<file path="config.mk">
export PLATFORM = sky130hd
export DESIGN_NAME = afl_recip
export DESIGN_NICKNAME = d
export VERILOG_FILES = /design/src/hw/rtl/afl_pkg.sv /design/src/hw/rtl/afl_recip.sv
export SDC_FILE = /design/constraint.sdc
export NUM_CORES = 1
export LEC_CHECK = 0
export BUFFER_PORTS_ARGS = -buffer_cell sky130_fd_sc_hd__buf_2
export CORE_MARGIN = 2
export CORE_UTILIZATION = 51
export DETAILED_ROUTE_END_ITERATION = 10
export GPL_TIMING_DRIVEN = 1
export PLACE_DENSITY = 0.84
export REMOVE_ABC_BUFFERS = 1
export SLEW_MARGIN = 0
export SYNTH_ARGS = -nofsm -noshare
export SYNTH_HDL_FRONTEND = slang
export SYNTH_SLANG_ARGS = --single-unit
export TNS_END_PERCENT = 100
</file>
<file path="constraint.sdc">
create_clock -name clk_i -period 2.4 [get_ports clk_i]
set_input_delay 0.24 -clock clk_i [delete_from_list [all_inputs] [get_ports clk_i]]
set_output_delay 0.24 -clock clk_i [all_outputs]
set_load 0.1 [all_outputs]
</file>
<file path="src/hw/rtl/afl_pkg.sv">
package afl_pkg;

  localparam int unsigned MinLoop    = 128;
  localparam int unsigned GuardSlots = 8;
  localparam logic [23:0] PhaseHalf  = 24'h800000;
  localparam logic [23:0] PhaseMask  = 24'hFFFFFF;
  localparam logic [15:0] CoeffReset = 16'd170;
  localparam logic [63:0] PiQ30      = 64'd3373259426;
  localparam int unsigned RecipSteps = 18;

  typedef enum logic [3:0] {
    ST_IDLE,
    ST_DIV,
    ST_OFF,
    ST_IDX,
    ST_RD0,
    ST_RD1,
    ST_INT,
    ST_WIN,
    ST_ACC,
    ST_FADE,
    ST_FADE2,
    ST_MIX,
    ST_OUT
  } afl_state_e;

  typedef struct packed {
    logic busy;
    logic done;
  } recip_status_t;

  typedef logic [15:0] sin_tab_t [257];

  // Q15 sin(pi*k/256) from a fixed Q30 Taylor series, mirrored about k = 128
  function automatic sin_tab_t build_sin_tab();
    sin_tab_t t;
    logic [63:0] x;
    logic [63:0] x2;
    logic [63:0] term;
    logic signed [63:0] sum;
    logic [63:0] e;
    for (int k = 0; k <= 128; k++) begin
      x    = (PiQ30 * 64'(k)) >> 8;
      x2   = (x * x) >> 30;
      term = x;
      sum  = $signed(x);
      term = ((term * x2) >> 30) / 64'd6;
      sum  = sum - $signed(term);
      term = ((term * x2) >> 30) / 64'd20;
      sum  = sum + $signed(term);
      term = ((term * x2) >> 30) / 64'd42;
      sum  = sum - $signed(term);
      term = ((term * x2) >> 30) / 64'd72;
      sum  = sum + $signed(term);
      term = ((term * x2) >> 30) / 64'd110;
      sum  = sum - $signed(term);
      if (sum < 0) begin
        sum = 0;
      end
      e = ($unsigned(sum) + 64'd16384) >> 15;
      t[k]       = e[15:0];
      t[256 - k] = e[15:0];
    end
    return t;
  endfunction

  localparam sin_tab_t SinTab = build_sin_tab();

endpackage

</file>
<file path="src/hw/rtl/afl_recip.sv">
// floor(2^24 / len), one quotient bit per cycle
module afl_recip
  import afl_pkg::*;
(
  input  logic          clk_i,
  input  logic          rst_ni,
  input  logic          start_i,
  input  logic [15:0]   len_i,
  output recip_status_t status_o,
  output logic [17:0]   quot_o
);

  logic [15:0] rem_q, rem_d;
  logic [17:0] quot_q, quot_d;
  logic [4:0]  cnt_q, cnt_d;
  logic        busy_q, busy_d;
  logic        done_q, done_d;
  logic [16:0] shifted;

  assign shifted = {rem_q, 1'b0};

  always_comb begin
    rem_d  = rem_q;
    quot_d = quot_q;
    cnt_d  = cnt_q;
    busy_d = busy_q;
    done_d = 1'b0;
    if (start_i) begin
      // the top seven dividend bits leave 64, below any legal length
      rem_d  = 16'd64;
      quot_d = '0;
      cnt_d  = 5'(RecipSteps);
      busy_d = 1'b1;
    end else if (busy_q) begin
      if (shifted >= {1'b0, len_i}) begin
        rem_d  = 16'(shifted - {1'b0, len_i});
        quot_d = {quot_q[16:0], 1'b1};
      end else begin
        rem_d  = shifted[15:0];
        quot_d = {quot_q[16:0], 1'b0};
      end
      cnt_d = cnt_q - 5'd1;
      if (cnt_q == 5'd1) begin
        busy_d = 1'b0;
        done_d = 1'b1;
      end
    end
  end

  always_ff @(posedge clk_i or negedge rst_ni) begin
    if (!rst_ni) begin
      cnt_q  <= '0;
      busy_q <= 1'b0;
      done_q <= 1'b0;
    end else begin
      cnt_q  <= cnt_d;
      busy_q <= busy_d;
      done_q <= done_d;
    end
  end

  always_ff @(posedge clk_i) begin
    rem_q  <= rem_d;
    quot_q <= quot_d;
  end

  assign status_o.busy = busy_q;
  assign status_o.done = done_q;
  assign quot_o        = quot_q;

endmodule

</file>
# Word level (Yosys, flattened, before mapping)
# Cells that the tools add are included.
[word_totals] ff_bits=41
[classes] add_sub_neg=2 eq_ne=1 n_lt_le_gt_ge=1 mux=10 reduce_logical=1
[op_table] operator="$ge A17 B16 Y1" n=1
[op_table] operator="$mux W16" n=1
[op_table] operator="$sub A16 B16 Y16" n=1
[op_table] operator="$mux W5" n=2
[op_table] operator="$mux W1" n=7
[op_table] operator="$eq A5 B1 Y1 const B" n=1
[op_table] operator="$sub A5 B1 Y5 const B" n=1
[op_table] operator="$reduce_bool A2 Y1" n=1

# Depth between registers and ports, before layout
# Gate-level depths: netlist of run 1.
[logic_depth] depth_word=4 mapped_depth=11 mapped_depth_nobuf=10

# Least setup slack after synthesis of run 1
# OpenSTA, ideal clock, no wires.
[synth_path] kind="register to register" start="reg rem_q[5]" end="reg rem_q[13]" required_ps=2312 setup_slack_ps=142 path_stages_with_launch=10 arrival_time_ps=2170 period_less_slack_ps=2258 setup_ps=88 path_cell_list="dfxtp_1 > ha_1 > a21oi_2 > nand2_1 > o21ai_4 > o21ai_2 > a2111oi_4 > buf_2 > nand2_1 > a311oi_2"
[synth_via] elab_chain_cells=2 elab_cells_between_ends=3 classes_between="add/sub (1); order compare (1); mux (1)"
[synth_rtl] element="start: declaration" line="afl_recip.sv:13" rtl="logic [15:0] rem_q, rem_d;"
[synth_rtl] element="start signal: assignment" line="afl_recip.sv:63" rtl="rem_q <= rem_d;"
[synth_rtl] element="$sub A16 B16 Y16 or $ge A17 B16 Y1 (tied branches)" line="afl_recip.sv:36, afl_recip.sv:35"
[synth_rtl] element="$mux W16 *" line="afl_recip.sv:35" rtl="if (shifted >= {1'b0, len_i}) begin"
# Mark *: on every way between the ends. The rest lies on a longest branch, timed or not.
# A chain may end at the register's enable or synchronous reset.

# Final worst setup path of run 1
[layout_path] start="reg rem_q[2]" end="reg rem_q[13]"
# The elaborated chain is that of the path after synthesis.

==> metrics, run 1 <==
maximum clock skew at final layout 0.01290 ns; synthesized netlist cell count 296; final-report max-slew violation count 0; share of flip-flops with an asynchronous set or reset after synthesis 17.07%; fraction of final layout cells sized beyond drive strength 1 30.48%; worst-margin pin slew 0.7155 ns; root buffer cell sky130_fd_sc_hd__clkbuf_8; summed area of non-filler cells in the final layout 0.003273 mm^2; data arrival time of the worst path 2.56 ns; Setup WS pre-CTS -0.06539 ns; post-detailed-route DRC marker count 0; RSZ-0062 raised after global routing yes; Die Width 75.08 um; part of the power in combinational logic 57.5%; post-detailed-route count of antenna-violating nets 0; Antenna Cells 0; area grow syn2layout 27.05%; critical-path maximum fanout 5; CTS H-tree lvls 2; average cell area after synthesis 8.703 um^2; outcome completed; static leakage power 1.582 nW; Primary FF master, synth sky130_fd_sc_hd__dfxtp_1; Max-Cap Viols 0; Final Hold Fails 0; Syn. warnings 0; total global-route track usage 21.11%; CP required 2.61 ns; Max-slew headroom 52.30%; core area 0.004786 mm^2; I/O Buffers 38; fraction of power consumed by sequential logic 25.8%; final estimated routing congestion in global placement 0.8268; number of buffers created by CTS 5; number of flip-flops and latches in the synthesized netlist 41; total via count after detailed routing 2282; global route total overflow 0; number of nets in the layout 388; number of placed I/O pins 39; setup slack after layout 0.04880 ns; chain of cells forming the critical path ha_4 > o211ai_1 > a21oi_2 > o21ai_4 > o21ai_2 > a2111oi_4 > or4b_1 > a311oi_2; Wirelength per Cell 14.27 um; Finish-stage setup viols 0; later-pin clock latency in the skew report 0.31 ns; switching part of the total 40.33%; clock share of power 16.7%; Hold Path Class primary input to async pin; final period utilization 97.97%; power per cell area 1195 mW/mm^2; starting density of the core 53.83%; CP max-delay cell sky130_fd_sc_hd__or4b_1; delay contributed by the slowest stage of the critical path 0.59 ns; Max Fclk 425.3 MHz; minimum period implied by the final worst setup slack 2.351 ns; switching power 1.578 mW; Crit. End Element flip-flop; first-pass detailed-route iteration total 4; vertical extent of the die 75.08 um; number of placement rows 25; post-synthesis sequential area ratio 33.22%; CTS clk-pin slew, worst paths 0.09 ns; 1st-iter DRT viols 155; start-to-end type of the worst setup path flip-flop to flip-flop; internal portion of total power 2.335 mW; TritonCTS Sinks 41; first-pass GRT wire length 9239 um; Placement Cell Area 0.002945 mm^2; buffer levels on the longest clock path 2; Die Outline Area 0.005636 mm^2; cell area after synthesis 0.002576 mm^2; clock tree from TritonCTS built; DR vias/cell 5.459; worst IR drop on VDD 0.7385 mV; count of unique library cells instantiated by Yosys 46; reg2reg setup slack 0.05 ns; final wirelength 5966 um; detailed placer's ending HPWL 3985 um; via count of the first global-routing pass 2121; number of antenna violations at the first check in global routing 0; EDFF count, synth 0; maximum number of pins on one net before global-route repair 41; Worst Setup Start Kind flip-flop
[through the flow]
| step | util, % | power (mW) | hold slack (ns) | TNS (ns) | std cells |
|---|---|---|---|---|---|
| CTS | 64.65 | 3.641 | 0.2989 | 0 | 413 |
| detailed placement | 61.54 | 2.968 | 0.08260 | -0.4357 | 404 |
| global placement | 61.54 | 2.911 | 0.08064 | -0.02146 | 404 |
| floorplan | - | 2.385 | -0.05559 | -8.087 | 279 |
| global route | 68.39 | 4.132 | 0.3127 | -0.1873 | 418 |
| finish | 68.39 | 3.912 | 0.2862 | 0 | 418 |
[cells in the final DEF, fill, tap and decap left out, drive strengths merged]
cell type	netlist	final
buf	8	63
nor2	47	47
dfxtp	34	34
mux2i	26	26
inv	21	22
ha	18	18
nand2	16	16
a21oi	15	15
xnor2	14	14
a211oi	14	14
o21ai	12	12
dfrtp	7	7
clkbuf	9	6
nand2b	5	5
nand4b	4	4
nor2b	4	4
nor3	4	4
a21o	3	3
nand4	3	3
o311ai	3	3
o22ai	3	3
xor2	3	3
or4b	3	3
o211ai	2	2
nand3	2	2
or2	2	2
a31oi	2	2
or3b	2	2
a2111oi	2	2
nor4b	1	1
nor3b	1	1
o31ai	1	1
a311oi	1	1
a311o	1	1
o21a	1	1
o22a	1	1
fa	1	1
bufinv	0	1
dlygate4sd3	0	1
[power groups by stage]
stage	Clock (mW)	Sequential [mW]	Combinational (mW)
after CTS	0.651	0.970	2.02
after global placement	0	0.977	1.93
after floorplan	0	1.07	1.31
after global routing	0.671	1.03	2.43
final	0.652	1.01	2.25
after detailed placement	0	0.984	1.98
[routing by layer]
metal	vias up	GRT usage, %	share of wire, %
met2	54	36.45	49
li1	1144	-	-
met5	-	0	0
met4	0	6.349	1.4
met3	8	4.953	3.6
met1	1076	26.14	45
[worst max-delay path, delay by kind of cell, from the launching register on]
kind                       cells  cell delay [ns]
DFF                            1             0.36
AOI/OAI and AO/OA              6             0.99
and+or+nand+nor                1             0.59
adders and majority gates      1             0.31
[cell families after synthesis]
kind of cell / Yosys count / share of synthesized area, %
adder cells (fa/ha/maj): 19 / 9.519
flip-flops: 41 / 33.22
AND/OR/NAND/NOR: 94 / 17.58
AO/OA/AOI/OAI: 61 / 17.58
buffers and inverters: 38 / 6.216
multiplexers: 26 / 10.10
XOR/XNOR: 17 / 5.780
[worst paths after layout]
check / startpoint / to / cells after the start
max: rem_q[2]$_SDFFE_PP0P_ / rem_q[13]$_SDFFE_PP0P_ / 8
min: rst_ni / cnt_q[1]$_DFFE_PN0P_ / 2
max reg2reg: rem_q[2]$_SDFFE_PP0P_ / rem_q[13]$_SDFFE_PP0P_ / 8
min reg2reg: quot_o[17]$_SDFFE_PP0P_ / quot_o[17]$_SDFFE_PP0P_ / 2
max in group asynchronous: rst_ni / busy_q$_DFF_PN0_ / 2
min in group clk_i: len_i[0] / rem_q[0]$_SDFFE_PP0P_ / 4
[cells in the mapped netlist, types with 3 or more instances]
cell | n | area share [%]
sky130_fd_sc_hd__xor2_1 | 3 | 1.0
sky130_fd_sc_hd__inv_1 | 21 | 3.1
sky130_fd_sc_hd__mux2i_1 | 26 | 10
sky130_fd_sc_hd__a21oi_1 | 12 | 2.3
sky130_fd_sc_hd__o21ai_0 | 7 | 1.4
sky130_fd_sc_hd__nor2_1 | 47 | 6.8
sky130_fd_sc_hd__a211oi_1 | 14 | 4.1
sky130_fd_sc_hd__a21o_1 | 3 | 0.87
sky130_fd_sc_hd__a21oi_2 | 3 | 1.0
sky130_fd_sc_hd__nand2b_1 | 5 | 1.2
sky130_fd_sc_hd__xnor2_1 | 14 | 4.8
sky130_fd_sc_hd__nor2b_1 | 4 | 0.97
sky130_fd_sc_hd__o311ai_1 | 3 | 1.0
sky130_fd_sc_hd__dfrtp_1 | 7 | 6.8
sky130_fd_sc_hd__o22ai_1 | 3 | 0.73
sky130_fd_sc_hd__nand2_1 | 16 | 2.3
sky130_fd_sc_hd__nand4_1 | 3 | 0.73
sky130_fd_sc_hd__nor3_1 | 4 | 0.78
sky130_fd_sc_hd__ha_1 | 18 | 8.7
sky130_fd_sc_hd__buf_1 | 3 | 0.44
sky130_fd_sc_hd__clkbuf_1 | 9 | 1.3
sky130_fd_sc_hd__o21ai_1 | 3 | 0.58
sky130_fd_sc_hd__nand4b_1 | 4 | 1.4
sky130_fd_sc_hd__dfxtp_1 | 34 | 26
[state kept, by name, summed over array words and instances (netlist names)]
signal  count
quot_o     18
rem_q      16
cnt_q       5
busy_q      1
done_q      1
[layout make-up]
cell class                      instances  area [um^2]
Multi-Input combinational cell        217         1695
Fill cell                             361         1513
Sequential cell                        41        869.6
Timing Repair Buffer                   64        412.9
Clock buffer                            6        93.84
Tap cell                               67        83.83
Inverter                               21        78.83
Clock inverter                          2        38.79
[repair_timing]
item,CTS,global route
pin swaps,1,8
hold buffers,1,0
gates resized for setup,2,26
hold endpoints to repair,7,0
endpoints found under the setup margin,11,16
setup buffers,0,5
(Power assumes the default switching activity.)
==> run 2, diff against run 1 <==
--- a/config.mk
+++ b/config.mk
@@ -8,8 +8,8 @@
 export BUFFER_PORTS_ARGS = -buffer_cell sky130_fd_sc_hd__buf_2
 export CORE_MARGIN = 2
-export CORE_UTILIZATION = 51
+export CORE_UTILIZATION = 57
 export DETAILED_ROUTE_END_ITERATION = 10
 export GPL_TIMING_DRIVEN = 1
-export PLACE_DENSITY = 0.84
+export PLACE_DENSITY = 0.88
 export REMOVE_ABC_BUFFERS = 1
 export SLEW_MARGIN = 0
==> constraint.sdc (replaced) <==
create_clock -name clk_i -period 2.2 [get_ports clk_i]
set_input_delay 0.22 -clock clk_i [delete_from_list [all_inputs] [get_ports clk_i]]
set_output_delay 0.22 -clock clk_i [all_outputs]
set_load 0.02 [all_outputs]
==> run 2 against run 1 <==
  * Critical path type unchanged
  * Die area shrank 10%
  * Combinational power is 27% higher
  * Sequential cell count unchanged
  * The run now ends with negative setup slack left
  * Via count up 11%
  * Highest routed layer unchanged
==> metrics, run 2 (synthesis gave the netlist of run 1 again) <==
summed area of non-filler cells in the final layout 0.003543 mm^2 (+8.3%); FILL cells 258 (-29%); Antenna Cells 0 (unchanged); minimum period implied by the final worst setup slack 2.274 ns (-0.07695 ns); Max Fclk 439.7 MHz (+3.4%); TritonCTS Sinks 41 (unchanged); final instance count without filler cells 440 (+5.3%); core area 0.004354 mm^2 (-9.0%); maximum clock skew at final layout 0.008710 ns (-0.004191 ns); fraction of final layout cells sized beyond drive strength 1 38.92% (+8.4 points); number of placed cells counting well taps 423 (+4.7%); Die Width 71.23 um (-5.1%); first-pass GRT wire length 11600 um (+26%); Hold Path Class primary input to async pin; Final Hold Fails 0 (unchanged); number of placed I/O pins 39 (unchanged); total buffers and inverters traversed by the critical path 0 (unchanged); most common library cell in the layout ignoring fill and taps sky130_fd_sc_hd__buf_4; setup slack after layout -0.07425 ns (-0.1231 ns); delay contributed by the slowest stage of the critical path 0.56 ns (-0.03 ns); max reg flops 18 (unchanged); Worst Setup Start Kind flip-flop; post-detailed-route count of antenna-violating nets 0 (unchanged); Crit. End Element flip-flop; total via count after detailed routing 2523 (+11%); number of antenna violations at the first check in global routing 0 (unchanged); setup TNS -0.3632 ns (-0.3632 ns); number of nets in the layout 425 (+9.5%); first-pass detailed-route iteration total 4 (unchanged); worst-margin pin slew 0.5399 ns (-0.1756 ns); vertical extent of the die 71.23 um (-5.1%); RSZ-0062 raised after global routing yes; CTS H-tree lvls 2 (unchanged); worst IR drop on VDD 0.7473 mV (+1.2%); starting density of the core 59.17% (+5.3 points); CP max-delay cell sky130_fd_sc_hd__or4b_4; buffer levels on the longest clock path 2 (unchanged); static leakage power 1.759 nW (+11%); root buffer cell sky130_fd_sc_hd__clkbuf_8; total global-route track usage 28.94% (+7.8 points); Wirelength per Cell 15.95 um (+12%); Final Total Pwr 4.572 mW (+17%); number of buffers created by CTS 5 (unchanged); later-pin clock latency in the skew report 0.30 ns (about the same); final wirelength 7020 um (+18%); violations in the final reports negative setup slack; power per cell area 1290 mW/mm^2 (+7.9%); I/O Buffers 38 (unchanged); outcome finished, violations left; final period utilization 103.4% (+5.4 points); DR vias/cell 5.734 (+5.0%); Max-slew headroom 64.01% (+12 points); clock tree from TritonCTS built; CTS clk-pin slew, worst paths 0.08 ns (about the same); final estimated routing congestion in global placement 0.8879 (+7.4%); 1st-iter DRT viols 142 (-8.4%); critical-path maximum fanout 6 (+1); data arrival time of the worst path 2.48 ns (-0.08 ns); most used cells in the layout excluding fill and tap cells 60 x sky130_fd_sc_hd__buf_4, 46 x sky130_fd_sc_hd__nor2_1, 38 x sky130_fd_sc_hd__buf_2; global route total overflow 0 (unchanged); post-detailed-route DRC marker count 0 (unchanged); largest delay contributor family on the critical path compound AO/OA/AOI/OAI gates; maximum number of pins on one net before global-route repair 31 (-24%); start-to-end type of the worst setup path flip-flop to flip-flop; area grow syn2layout 37.54%; CP required 2.41 ns (-0.20 ns); detailed placer's ending HPWL 4478 um (+12%); number of placement rows 24 (-4.0%); chain of cells forming the critical path ha_4 > o211ai_1 > a21oi_2 > o21ai_4 > o21ai_2 > a2111oi_4 > or4b_4 > a311oi_2; Die Outline Area 0.005074 mm^2 (-10%); final-report max-slew violation count 0 (unchanged); via count of the first global-routing pass 2574 (+21%); Placement Cell Area 0.003169 mm^2 (+7.6%); Finish-stage setup viols 14 (+14); Max-Cap Viols 0 (unchanged)
-- run 2: path summary, 6_finish.rpt --
check | start | to | slack (ns) | depth (start not counted)
min reg2reg | quot_o[17]$_SDFFE_PP0P_ | quot_o[17]$_SDFFE_PP0P_ | 0.50 | 2
max | rem_q[3]$_SDFFE_PP0P_ | rem_q[13]$_SDFFE_PP0P_ | -0.07 | 8
max reg2reg | rem_q[3]$_SDFFE_PP0P_ | rem_q[13]$_SDFFE_PP0P_ | -0.07 | 8
min | rst_ni | cnt_q[1]$_DFFE_PN0P_ | 0.28 | 2
max in group asynchronous | rst_ni | busy_q$_DFF_PN0_ | 1.75 | 2
min in group clk_i | len_i[0] | rem_q[0]$_SDFFE_PP0P_ | 0.34 | 4
-- run 2: what timing repair did --
action,in CTS,in global routing
pin swaps,13,2
hold buffers,1,0
resized for setup,35,2
setup endpoints to repair,16,16
buffers inserted,6,2
hold endpoints to repair,7,0
-- run 2: stage by stage --
step / util (%) / setup WS, ns / hold WS (ns)
final: 81.38 / -0.07425 / 0.2817
after global routing: 81.38 / -0.1771 / 0.2828
after CTS: 80.83 / -0.02449 / 0.2818
after detailed placement: 72.79 / -0.2448 / 0.06004
after global placement: 72.79 / -0.1609 / 0.05959
after floorplan: - / -0.5238 / -0.07559
-- run 2: power breakdown --
group / total [mW] / internal [mW] / switching, mW
sequential: 1.09 / 0.928 / 0.164
clock: 0.615 / 0.341 / 0.275
combinational: 2.86 / 1.53 / 1.34
total: 4.57 / 2.79 / 1.78
-- run 2: area by class of cell --
cell class              instances  area (um^2)  share of cell area (%)
clock buffers                   6        72.57                   2.048
well taps                      52        65.06                   1.836
flip-flops and latches         41        865.8                   24.44
repair buffers                101        681.9                   19.24
clock inverters                 2        38.79                   1.095
inverters                      21        78.83                   2.225
multi-input cells             217         1740                   49.12
-- run 2: layer usage --
layer / vias up / part of all wire (%) / track usage [%]
met2: 88 / 51 / 49.79
met1: 1198 / 40 / 34.50
met5: - / 0 / 0
li1: 1213 / - / -
met4: 0 / 3.2 / 13.21
met3: 24 / 5.0 / 6.329
